[src/rtl/core/gld_pkg.sv]
// ------------------------------------------------------------------------
// GIF LZW decoder package
// Shared types and constants of the decoder.
// ------------------------------------------------------------------------
`default_nettype none
package gld_pkg;
    localparam int CFG_IDX_W = 3;
    localparam int CFG_DATA_W = 18;
    localparam logic [CFG_IDX_W-1:0] REG_CODE_SIZE = 3'd0;
    localparam logic [CFG_IDX_W-1:0] REG_WIDTH = 3'd1;
    localparam logic [CFG_IDX_W-1:0] REG_HEIGHT = 3'd2;
    localparam logic [CFG_IDX_W-1:0] REG_PITCH = 3'd3;
    localparam logic [CFG_IDX_W-1:0] REG_INTERLACED = 3'd4;

    localparam logic CMD_BYTE = 1'b0;
    localparam logic CMD_TICK = 1'b1;

    localparam logic [2:0] ST_PIXEL = 3'd0;
    localparam logic [2:0] ST_NONE = 3'd1;
    localparam logic [2:0] ST_NEED_DATA = 3'd2;
    localparam logic [2:0] ST_DONE = 3'd3;
    localparam logic [2:0] ST_REFUSED = 3'd4;

    typedef struct packed {
        logic       command;
        logic [7:0] data_byte;
    } t_in_item;

    typedef struct packed {
        logic [2:0]  status;
        logic [7:0]  pixel_index;
        logic [15:0] pixel_row;
        logic [15:0] pixel_column;
        logic [31:0] pixel_address;
    } t_out_item;
endpackage
`default_nettype wire

[src/rtl/core/gld_stream_if.sv]
// ------------------------------------------------------------------------
// GIF LZW decoder stream interface
// Valid/ready channel carrying one payload item.
// ------------------------------------------------------------------------
`default_nettype none
interface gld_stream_if #(parameter type T = logic);
    logic valid;
    logic ready;
    T     payload;
    modport source (output valid, output payload, input ready);
    modport sink (input valid, input payload, output ready);
endinterface
`default_nettype wire

[src/rtl/core/gld_front.sv]
// ------------------------------------------------------------------------
// GIF LZW decoder front end
// Accepts items and holds them in a two-entry queue for the back end.
// ------------------------------------------------------------------------
`default_nettype none
module gld_front (
    input  wire logic           i_clk,
    input  wire logic           i_rst_n,
    input  wire logic           i_flush,
    gld_stream_if.sink          in_if,
    output gld_pkg::t_in_item   o_item,
    output logic                o_item_valid,
    input  wire logic           i_item_take
);
    import gld_pkg::*;
    t_in_item r_q [2];
    logic     r_wp, r_rp;
    logic [1:0] r_cnt;
    logic     push, pop;

    assign in_if.ready  = (r_cnt != 2'd2) && !i_flush;
    assign push         = in_if.valid && in_if.ready;
    assign o_item_valid = (r_cnt != 2'd0);
    assign pop          = i_item_take && o_item_valid;
    assign o_item       = r_q[r_rp];

    always_ff @(posedge i_clk) begin
        if (push) begin
            r_q[r_wp] <= in_if.payload;
        end
        if (!i_rst_n) begin
            r_wp <= 1'b0;
            r_rp <= 1'b0;
            r_cnt <= 2'd0;
        end else begin
            if (push) r_wp <= ~r_wp;
            if (pop) r_rp <= ~r_rp;
            r_cnt <= r_cnt + {1'b0, push} - {1'b0, pop};
        end
    end
endmodule
`default_nettype wire

[src/flat_wrapper.sv]
// flat-port wrapper written by rule: the top's interface ports become plain ports
module gld_front_flat import gld_pkg::*;
  (i_clk, i_rst_n, i_flush, o_item, o_item_valid, i_item_take, in_if_valid, in_if_payload, in_if_ready);
  gld_stream_if in_if_i ();
  input  wire logic i_clk;
  input  wire logic i_rst_n;
  input  wire logic i_flush;
  output gld_pkg::t_in_item o_item;
  output logic o_item_valid;
  input  wire logic i_item_take;
  input wire logic [$bits(in_if_i.valid)-1:0] in_if_valid;
  input wire logic [$bits(in_if_i.payload)-1:0] in_if_payload;
  output wire logic [$bits(in_if_i.ready)-1:0] in_if_ready;
  assign in_if_i.valid = in_if_valid;
  assign in_if_i.payload = in_if_payload;
  assign in_if_ready = in_if_i.ready;
  gld_front u_core (.i_clk(i_clk), .i_rst_n(i_rst_n), .i_flush(i_flush), .in_if(in_if_i), .o_item(o_item), .o_item_valid(o_item_valid), .i_item_take(i_item_take));
endmodule
[config.mk]
export PLATFORM = sky130hd
export DESIGN_NAME = gld_front_flat
export DESIGN_NICKNAME = d
export VERILOG_FILES = /design/src/rtl/core/gld_pkg.sv /design/src/rtl/core/gld_stream_if.sv /design/src/rtl/core/gld_front.sv /design/src/flat_wrapper.sv
export SDC_FILE = /design/constraint.sdc
export NUM_CORES = 1
export LEC_CHECK = 0
export BUFFER_PORTS_ARGS = -buffer_cell sky130_fd_sc_hd__buf_2
export CAP_MARGIN = 20
export CORE_AREA = 2 2 39 41
export DETAILED_ROUTE_END_ITERATION = 10
export DIE_AREA = 0 0 41 43
export PLACE_DENSITY_LB_ADDON = 0.2
export SYNTH_ARGS = -nofsm -noshare
export SYNTH_HDL_FRONTEND = slang
export SYNTH_SLANG_ARGS = --single-unit
[constraint.sdc]
create_clock -name i_clk -period 2.95 [get_ports i_clk]
set_input_delay 0.1475 -clock i_clk [delete_from_list [all_inputs] [get_ports i_clk]]
set_output_delay 0.1475 -clock i_clk [all_outputs]
set_load 0.01 [all_outputs]
==> out/summary.log, run 1 <==
qor: setup_path.cell_family_with_the_largest_share_of_critical_path_delay adder cells
qor: floorplanning.die_h 43 um
qor: clock_network.tritoncts done
qor: cells_and_area.postLayoutCellArea 457 um2
qor: min_path.holdPathEnd u_core.r_q[1]$_DFFE_PP_
qor: cells_and_area.area_delta_synth_final 13.0%
qor: cells_and_area.diodes_inserted 0
qor: setup_path.cp_num_buf_inv 1
qor: routing.drt-pass1-iter-count 1
qor: setup_path.worstReg2RegStart u_core.r_cnt[0]$_SDFF_PN0_
qor: clock_network.cts_sinks 7
qor: cells_and_area.final_cell_mix 8 x conb_1, 8 x buf_2, 5 x dfxtp_1
qor: timing.skew 1.29 ps
qor: min_path.worstHoldPathType input pin to flop
qor: min_path.min_delay_path_depth 1
qor: logic_synthesis.yosys.cell_types.count 21
qor: setup_path.critical_path_cell_with_the_highest_stage_delay dfxtp_1
qor: cells_and_area.finalNetCount 60
qor: logic_synthesis.syn-instance-count 40
qor: power_and_ir_drop.worst_ir_drop_vdd 0.182 mV
qor: setup_path.crit_path_start_kind flop
qor: clock_network.hold_buffers 0
qor: run_status.status complete, no violations
qor: setup_path.arrival 1720 ps
qor: global_routing.grt_util_all_layers 6.73%
qor: setup_path.timing.critical_path.fanout_max 4
qor: clock_network.post_cts.repair.setup_buffers 0
qor: placed_design.hpwl_dp 407 um
qor: routing.remaining_design_rule_violation_count 0
qor: logic_synthesis.syn_area 404 um2
qor: floorplanning.die_w 41 um
qor: routing.via_per_inst 3.78
qor: timing.post-route-period-util 52.6%
qor: setup_path.timing_worst_setup_path_type flop to flop
qor: power_and_ir_drop.powerDensity 745 mW/mm2
qor: global_routing.number_of_global_route_vias_before_repair 232
qor: global_routing.grt_max_degree 6
qor: timing.max_freq 0.644 GHz
qor: floorplanning.io_pins 17
qor: placed_design.place_congestion 0.617
qor: floorplanning.placement_rows 14
qor: clock_network.clock_tree.buffer_depth 2
qor: setup_path.ff2ff_setup_slack 1400 ps
qor: floorplanning.core 0.00138 mm2
qor: setup_path.timing.critical_path.depth 7
qor: clock_network.cts.clk_slew.worst_paths 50 ps
qor: timing.final_number_of_setup_violating_endpoints 0
qor: setup_path.slowest_delay 350 ps
qor: floorplanning.die_area 0.00176 mm2
qor: floorplanning.starting_utilization_of_the_core_area 29.2%
qor: timing.final_slew_violations 0
qor: setup_path.cpMostUsedCell ha_1
qor: setup_path.path_cells o21a_1 > ha_1 > inv_1 > ha_1 > xor2_1 > and2_1 > nor3_1
qor: logic_synthesis.yosys_warn_count 0
qor: routing.num_vias 253
qor: timing.final_hold_viol_count 0
qor: placed_design.placedInstanceArea 430 um2
qor: timing.rsz0062_at_grt no
qor: clock_network.cts-htree-levels 1
qor: min_path.hp-start in_if_payload
qor: routing.route.detailed.wl_per_inst 7.27 um
qor: cells_and_area.layout_cell_share_with_drive_strength_beyond_1 33.3%
qor: timing.tns 0 ps
qor: setup_path.r2r.worst_path.cells 7
qor: clock_network.cts_resized 0
qor: power_and_ir_drop.power.static_leakage 0.225 nW
qor: global_routing.initial_antenna_violation_count 0
qor: setup_path.setup.worst_path.end_class flop
qor: clock_network.number_of_clock_buffers_inserted_by_tritoncts 3
qor: routing.drt_iter0_markers 0
qor: power_and_ir_drop.post-layout-total-power 0.340 mW
qor: timing.timing.final.crit_period 1550 ps
qor: routing.wirelength 487 um
qor: clock_network.clk_root_buffer_cell clkbuf_4
qor: setup_path.r2r-end u_core.r_cnt[1]$_SDFF_PN0_
qor: clock_network.clock_insertion_delay_worst_skew 250 ps
qor: logic_synthesis.synth-seq-area-share 39.6%
qor: setup_path.worstPathRequired 3120 ps
qor: routing.antenna_violation_net_count_after_detailed_routing 0
qor: job.timing.max_cap.violations 0
qor: global_routing.wire_length_of_the_first_global_routing_pass 793 um
qor: global_routing.global_route.overflow_total 0
qor: placed_design.io_buffer_count 8
qor: logic_synthesis.synthesis.area_per_instance 10.1 um2
qor: logic_synthesis.synth_register_bits 7
synthesized netlist by cell type:
cell type	n	area [um2]
buf_4	8	60.1
dfxtp_1	5	100
nor2_1	4	15.0
inv_1	3	11.3
and2_1	2	12.5
edfxtp_1	2	60.1
ha_1	2	25.0
and2_2	1	7.51
and2b_2	1	8.76
conb_1	1	3.75
mux2_2	1	11.3
mux2i_1	1	10.0
nand2_1	1	3.75
nand2b_1	1	6.26
nor2b_4	1	13.8
nor3_1	1	5.00
nor3b_4	1	18.8
o21a_1	1	7.51
or2_2	1	6.26
xnor2_1	1	8.76
xor2_1	1	8.76
logic make-up after synthesis:
| logic type | share of synthesized area [%] |
|---|---|
| other | 0.928 |
| DFF | 39.6 |
| adders and majority gates | 6.19 |
| and+or+nand+nor | 24.1 |
| buffers and inverters | 17.6 |
| muxes | 5.26 |
| AOI/OAI and AO/OA | 1.86 |
| xor gates and xnor gates | 4.34 |
metrics by stage:
| step | hold WS, ps | cells | worst slack [ps] | utilization, % |
|---|---|---|---|---|
| final | 89.9 | 67 | 1400 | 33.0 |
| after global routing | 78.8 | 67 | 1300 | 33.0 |
| after CTS | 77.4 | 67 | 1370 | 33.0 |
| after detailed placement | 341 | 63 | 1410 | 31.1 |
| after global placement | 341 | 63 | 1440 | 31.1 |
| after floorplan | 246 | 47 | 1490 | - |
power breakdown:
group / leakage, nW / internal, mW / switching [mW]
Clock: 0.0150 / 0.0516 / 0.0345
Combinational: 0.150 / 0.0606 / 0.0539
Sequential: 0.0595 / 0.123 / 0.0168
Total: 0.225 / 0.235 / 0.105
layer usage:
metal | vias to the layer above | part of all wire, % | GRT usage [%]
met2 | 3 | 52 | 11.3
met4 | 0 | 0 | 2.00
met5 | - | 0 | 0
li1 | 133 | - | -
met3 | 0 | 4.3 | 4.71
met1 | 117 | 43 | 6.13
layout make-up:
type / instances / area, um2
sequential: 7 / 160
timing repair buffer: 8 / 40.0
fill: 161 / 927
multi-input combinational: 29 / 199
inverter: 3 / 11.3
clock buffer: 4 / 26.3
tap: 16 / 20.0
worst max-delay path by stage:
stage	start	slack (ps)	to
2_1_floorplan	u_core.r_cnt[0]$_SDFF_PN0_	1490	u_core.r_cnt[1]$_SDFF_PN0_
3_5_place_dp	u_core.r_cnt[0]$_SDFF_PN0_	1410	u_core.r_cnt[1]$_SDFF_PN0_
5_1_grt	u_core.r_cnt[0]$_SDFF_PN0_	1300	u_core.r_cnt[1]$_SDFF_PN0_
6_report	u_core.r_cnt[0]$_SDFF_PN0_	1400	u_core.r_cnt[1]$_SDFF_PN0_
4_1_cts	u_core.r_cnt[0]$_SDFF_PN0_	1370	u_core.r_cnt[1]$_SDFF_PN0_
3_3_place_gp	u_core.r_cnt[0]$_SDFF_PN0_	1440	u_core.r_cnt[1]$_SDFF_PN0_
Power figures use the tool's default switching activity.
==> run 2: changes to the inputs <==
clock period = 1.5 ns   (was 2.95 ns; I/O delays follow)
==> out/summary.log, run 2 (same netlist as run 1, synthesis figures left out) <==
qor: cells_and_area.area_delta_synth_final 20.7% [was 13.0%]
qor: floorplanning.core 0.00138 mm2 [unchanged]
qor: global_routing.wire_length_of_the_first_global_routing_pass 717 um [was 793 um]
qor: clock_network.cts_sinks 7 [unchanged]
qor: cells_and_area.final_cell_mix 8 x conb_1, 8 x buf_2, 4 x nor2_1, 4 x dfxtp_1, 4 x buf_4 [was 8 x conb_1, 8 x buf_2, 5 x dfxtp_1]
qor: routing.drt-pass1-iter-count 4 [was 1]
qor: clock_network.number_of_clock_buffers_inserted_by_tritoncts 3 [unchanged]
qor: setup_path.crit_path_start_kind flop [unchanged]
qor: timing.final_number_of_setup_violating_endpoints 0 [unchanged]
qor: clock_network.cts_resized 0 [unchanged]
qor: min_path.worstHoldPathType input pin to flop [unchanged]
qor: floorplanning.io_pins 17 [unchanged]
qor: floorplanning.die_w 41 um [unchanged]
qor: clock_network.clock_tree.buffer_depth 2 [unchanged]
qor: clock_network.clk_root_buffer_cell clkbuf_4 [unchanged]
qor: power_and_ir_drop.powerDensity 1450 mW/mm2 [was 745 mW/mm2]
qor: routing.wirelength 502 um [was 487 um]
qor: routing.drt_iter0_markers 1 [was 0]
qor: job.timing.max_cap.violations 0 [unchanged]
qor: routing.remaining_design_rule_violation_count 0 [unchanged]
qor: clock_network.hold_buffers 0 [unchanged]
qor: clock_network.tritoncts done [unchanged]
qor: power_and_ir_drop.power.static_leakage 0.246 nW [was 0.225 nW]
qor: cells_and_area.layout_cell_share_with_drive_strength_beyond_1 40.0% [was 33.3%]
qor: timing.post-route-period-util 98.2% [was 52.6%]
qor: floorplanning.die_h 43 um [unchanged]
qor: global_routing.grt_max_degree 5 [was 6]
qor: timing.max_freq 0.679 GHz [was 0.644 GHz]
qor: timing.timing.final.crit_period 1470 ps [was 1550 ps]
qor: cells_and_area.stdcell_count 71 [was 67]
qor: timing.final_slew_violations 0 [unchanged]
qor: routing.route.detailed.wl_per_inst 7.07 um [was 7.27 um]
qor: floorplanning.die_area 0.00176 mm2 [unchanged]
qor: placed_design.place_congestion 0.610 [was 0.617]
qor: global_routing.initial_antenna_violation_count 0 [unchanged]
qor: power_and_ir_drop.post-layout-total-power 0.706 mW [was 0.340 mW]
qor: routing.via_per_inst 3.56 [was 3.78]
qor: floorplanning.starting_utilization_of_the_core_area 29.2% [unchanged]
qor: global_routing.global_route.overflow_total 0 [unchanged]
qor: cells_and_area.diodes_inserted 0 [unchanged]
qor: routing.num_vias 253 [unchanged]
qor: clock_network.cts.clk_slew.worst_paths 50 ps [about the same]
qor: cells_and_area.postLayoutCellArea 488 um2 [was 457 um2]
qor: cells_and_area.finalNetCount 64 [was 60]
qor: clock_network.cts-htree-levels 1 [unchanged]
qor: routing.antenna_violation_net_count_after_detailed_routing 0 [unchanged]
qor: power_and_ir_drop.worst_ir_drop_vdd 0.443 mV [was 0.182 mV]
qor: global_routing.grt_util_all_layers 6.24% [was 6.73%]
qor: timing.final_hold_viol_count 0 [unchanged]
qor: run_status.status complete, no violations [unchanged]
qor: floorplanning.placement_rows 14 [unchanged]
qor: setup_path.worstPathRequired 1670 ps [was 3120 ps]
qor: setup_path.timing_worst_setup_path_type flop to flop [unchanged]
qor: setup_path.setup.worst_path.end_class flop [unchanged]
qor: placed_design.io_buffer_count 8 [unchanged]
qor: global_routing.number_of_global_route_vias_before_repair 209 [was 232]
qor: timing.rsz0062_at_grt yes [was no]
qor: timing.skew 3.57 ps [was 1.29 ps]
qor: setup_path.arrival 1640 ps [was 1720 ps]
qor: placed_design.hpwl_dp 431 um [was 407 um]
qor: clock_network.clock_insertion_delay_worst_skew 240 ps [was 250 ps]
qor: clock_network.post_cts.repair.setup_buffers 0 [unchanged]
qor: placed_design.placedInstanceArea 460 um2 [was 430 um2]
qor: setup_path.timing.critical_path.fanout_max 3 [was 4]
qor: placed_design.post-place-cells 67 [was 63]
-- run 2: cell types whose count changed in the layout (fill, tap and decap cells not counted), sizes merged --
cell,change
buf,+4
-- run 2: power breakdown --
part	switching [mW]	internal, mW	total [mW]
clock network	0.0635	0.101	0.165
registers	0.0214	0.244	0.265
logic	0.124	0.153	0.277
-- run 2: worst paths after layout --
path | depth (start not counted) | to | slack [ps] | from
min reg2reg | 2 | u_core.r_wp$_SDFFE_PN0N_ | 470 | u_core.r_wp$_SDFFE_PN0N_
max | 7 | u_core.r_cnt[1]$_SDFF_PN0_ | 30 | u_core.r_cnt[0]$_SDFF_PN0_
max reg2reg | 7 | u_core.r_cnt[1]$_SDFF_PN0_ | 30 | u_core.r_cnt[0]$_SDFF_PN0_
min | 1 | u_core.r_q[1]$_DFFE_PP_ | 20 | in_if_payload
-- run 2: routing by layer --
metal / GRT usage (%) / part of all wire (%)
met5: 0 / 0
met4: 0 / 0
met3: 6.28 / 6.4
met2: 10.3 / 50
met1: 5.52 / 44
-- run 2: per-stage QoR --
stage	hold slack [ps]	worst slack (ps)	utilization, %	TNS (ps)
3_5_place_dp	271	36.3	33.3	0
4_1_cts	11.8	16.0	35.2	0
3_3_place_gp	270	45.4	33.3	0
2_1_floorplan	174	41.7	-	0
6_report	21.6	26.4	35.3	0
5_1_grt	0.529	-28.5	35.3	-28.5
-- run 2: critical path, stage by stage, from the launching register on --
cell,delay [ps]
dfxtp_2,320
o21a_1,180
ha_1,280
inv_1,40
ha_1,180
xor2_1,150
and2_1,150
nor3_1,110
-- run 2: layout make-up --
type                            instances  area (um2)
Sequential cell                         7         161
Clock buffer                            4        26.3
Multi-Input combinational cell         29         199
Tap cell                               16        20.0
Inverter                                3        11.3
Timing Repair Buffer                   12        70.1
Fill cell                             161         896
==> run 3: changes to the inputs <==
RECOVER_POWER = 100   (was unset)
clock period = 1.6 ns   (was 1.5 ns; I/O delays follow)
==> out/summary.log, run 3 (same netlist as run 1, synthesis figures left out) <==
qor: run_status.status complete, no violations [unchanged]
qor: power_and_ir_drop.worst_ir_drop_vdd 0.396 mV [was 0.443 mV]
qor: timing.max_freq 0.663 GHz [was 0.679 GHz]
qor: cells_and_area.finalNetCount 63 [was 64]
qor: setup_path.setup.worst_path.end_class flop [unchanged]
qor: power_and_ir_drop.p_clk_share 24.4% [was 23.3%]
qor: clock_network.cts.clk_slew.worst_paths 60 ps [was 50 ps]
qor: floorplanning.starting_utilization_of_the_core_area 29.2% [unchanged]
qor: cells_and_area.mostFrequentLayoutCell conb_1
qor: power_and_ir_drop.cell_internal_pwr 0.449 mW [was 0.498 mW]
qor: global_routing.grt_util_all_layers 6.63% [was 6.24%]
qor: job.timing.max_cap.violations 0 [unchanged]
qor: timing.final_number_of_setup_violating_endpoints 0 [unchanged]
qor: routing.remaining_design_rule_violation_count 0 [unchanged]
qor: setup_path.arrival 1650 ps [was 1640 ps]
qor: floorplanning.core 0.00138 mm2 [unchanged]
qor: global_routing.grt_max_degree 6 [was 5]
qor: global_routing.number_of_global_route_vias_before_repair 209 [unchanged]
qor: timing.final_slew_violations 0 [unchanged]
qor: cells_and_area.layout_cell_share_with_drive_strength_beyond_1 38.9% [was 40.0%]
qor: clock_network.number_of_clock_buffers_inserted_by_tritoncts 3 [unchanged]
qor: setup_path.timing_worst_setup_path_type flop to flop [unchanged]
qor: clock_network.cts-htree-levels 1 [unchanged]
qor: timing.post-route-period-util 94.3% [was 98.2%]
qor: floorplanning.die_h 43 um [unchanged]
qor: power_and_ir_drop.powerDensity 1350 mW/mm2 [was 1450 mW/mm2]
qor: min_path.holdPathEnd u_core.r_cnt[0]$_SDFF_PN0_ [was u_core.r_q[1]$_DFFE_PP_]
qor: routing.drt_iter0_markers 2 [was 1]
qor: power_and_ir_drop.seq_power_share 38.5% [was 37.5%]
qor: setup_path.crit_path_start_kind flop [unchanged]
qor: cells_and_area.final_cell_mix 8 x conb_1, 6 x buf_2, 4 x nor2_1, 4 x dfxtp_1, 4 x clkbuf_4 [was 8 x conb_1, 8 x buf_2, 4 x nor2_1, 4 x dfxtp_1, 4 x buf_4]
qor: routing.drt-pass1-iter-count 2 [was 4]
qor: power_and_ir_drop.combinationalPowerShare 37.1% [was 39.2%]
qor: clock_network.tritoncts done [unchanged]
qor: routing.via_per_inst 3.74 [was 3.56]
qor: floorplanning.placement_rows 14 [unchanged]
qor: placed_design.placement.setup.worst_slack 35.0 ps [was 36.3 ps]
qor: global_routing.wire_length_of_the_first_global_routing_pass 759 um [was 717 um]
qor: power_and_ir_drop.power_switching_share 32.2% [was 29.5%]
qor: global_routing.global_route.overflow_total 0 [unchanged]
qor: floorplanning.io_pins 17 [unchanged]
qor: clock_network.clk_root_buffer_cell clkbuf_4 [unchanged]
qor: cells_and_area.diodes_inserted 0 [unchanged]
qor: placed_design.io_buffer_count 8 [unchanged]
qor: routing.wirelength 532 um [was 502 um]
qor: setup_path.r2r-end u_core.r_cnt[1]$_SDFF_PN0_ [unchanged]
qor: timing.skew 7.66 ps [was 3.57 ps]
qor: setup_path.timing.critical_path.fanout_max 3 [unchanged]
qor: clock_network.clock_tree.buffer_depth 2 [unchanged]
qor: clock_network.cts_sinks 7 [unchanged]
qor: placed_design.placedInstanceArea 430 um2 [was 460 um2]
qor: global_routing.initial_antenna_violation_count 0 [unchanged]
qor: floorplanning.die_area 0.00176 mm2 [unchanged]
qor: clock_network.clock_insertion_delay_worst_skew 250 ps [was 240 ps]
qor: cells_and_area.nFillCells 161 [unchanged]
qor: min_path.hp-start i_rst_n [was in_if_payload]
qor: timing.timing.final.ws_setup 91.4 ps [was 26.4 ps]
qor: timing.timing.final.crit_period 1510 ps [was 1470 ps]
qor: min_path.worstHoldPathType input pin to flop [unchanged]
qor: min_path.min_delay_path_depth 2 [was 1]
qor: setup_path.r2r.worst_path.cells 7 [unchanged]
qor: timing.final_hold_viol_count 0 [unchanged]
qor: routing.antenna_violation_net_count_after_detailed_routing 0 [unchanged]
qor: cells_and_area.postLayoutCellArea 489 um2 [was 488 um2]
qor: power_and_ir_drop.power.static_leakage 0.234 nW [was 0.246 nW]
qor: setup_path.worstReg2RegStart u_core.r_cnt[0]$_SDFF_PN0_ [unchanged]
qor: placed_design.place_congestion 0.594 [was 0.610]
qor: routing.route.detailed.wl_per_inst 7.60 um [was 7.07 um]
qor: floorplanning.die_w 41 um [unchanged]
qor: cells_and_area.area_delta_synth_final 21.1% [was 20.7%]
qor: routing.num_vias 262 [was 253]
qor: power_and_ir_drop.net-switching-power 0.214 mW [was 0.208 mW]
qor: setup_path.ff2ff_setup_slack 90 ps [was 30 ps]
qor: setup_path.worstPathRequired 1740 ps [was 1670 ps]
## run 3: what timing repair did
item / in CTS / in global routing
setup buffers: 0 / 2
hold endpoints to repair: 0 / 2
gates resized for setup: 0 / 5
hold buffers: 0 / 1
endpoints found under the setup margin: 0 / 1
## run 3: area by class of cell
type / instances / area [um2] / area share (%)
tap: 16 / 20.0 / 4.09
inverter: 3 / 11.3 / 2.30
clock buffer: 3 / 22.5 / 4.60
sequential: 7 / 161 / 33.0
timing repair buffer: 11 / 62.6 / 12.8
clock inverter: 1 / 5.00 / 1.02
multi-input combinational: 29 / 206 / 42.2
## run 3: worst max-delay path by stage
stage	startpoint	end	slack (ps)	cells past startpoint
after global routing	u_core.r_cnt[0]$_SDFF_PN0_	u_core.r_cnt[1]$_SDFF_PN0_	-8	7
after detailed placement	u_core.r_cnt[0]$_SDFF_PN0_	u_core.r_cnt[1]$_SDFF_PN0_	40	7
after global placement	u_core.r_cnt[1]$_SDFF_PN0_	u_core.r_cnt[1]$_SDFF_PN0_	70	7
after floorplan	u_core.r_cnt[0]$_SDFF_PN0_	u_core.r_cnt[1]$_SDFF_PN0_	140	7
after CTS	u_core.r_cnt[0]$_SDFF_PN0_	u_core.r_cnt[1]$_SDFF_PN0_	30	7
final	u_core.r_cnt[0]$_SDFF_PN0_	u_core.r_cnt[1]$_SDFF_PN0_	90	7
## run 3: per-layer routing
layer  part of all wire (%)  vias to the layer above  track usage (%)
li1                       -                      137                -
met1                     43                      118             7.07
met2                     48                        7             9.06
met3                    8.3                        0             4.71
met4                      0                        0             4.00
met5                      0                        -                0
## run 3: power by group through the flow
stage | logic (mW) | clock network (mW) | registers [mW]
2_1_floorplan | 0.182 | 0 | 0.255
3_3_place_gp | 0.212 | 0 | 0.262
3_5_place_dp | 0.212 | 0 | 0.263
4_1_cts | 0.212 | 0.170 | 0.260
5_1_grt | 0.278 | 0.179 | 0.262
6_report | 0.246 | 0.162 | 0.255
## run 3: through the flow
| step | cells | TNS [ps] | hold slack, ps | util (%) | power [mW] |
|---|---|---|---|---|---|
| 2_1_floorplan | 47 | 0 | 179 | - | 0.437 |
| 3_3_place_gp | 63 | 0 | 274 | 31.1 | 0.474 |
| 3_5_place_dp | 63 | 0 | 276 | 31.1 | 0.475 |
| 4_1_cts | 67 | 0 | 2.96 | 33.1 | 0.642 |
| 5_1_grt | 70 | -7.58 | 81.8 | 35.4 | 0.719 |
| 6_report | 70 | 0 | 75.3 | 35.4 | 0.662 |
## run 3: critical path: stages (launching register included)
cell and delay (ps):
dfxtp_1 330, o21a_1 200, ha_1 260, inv_1 60, ha_2 160, xor2_1 170, and2_0 170, nor3_2 40
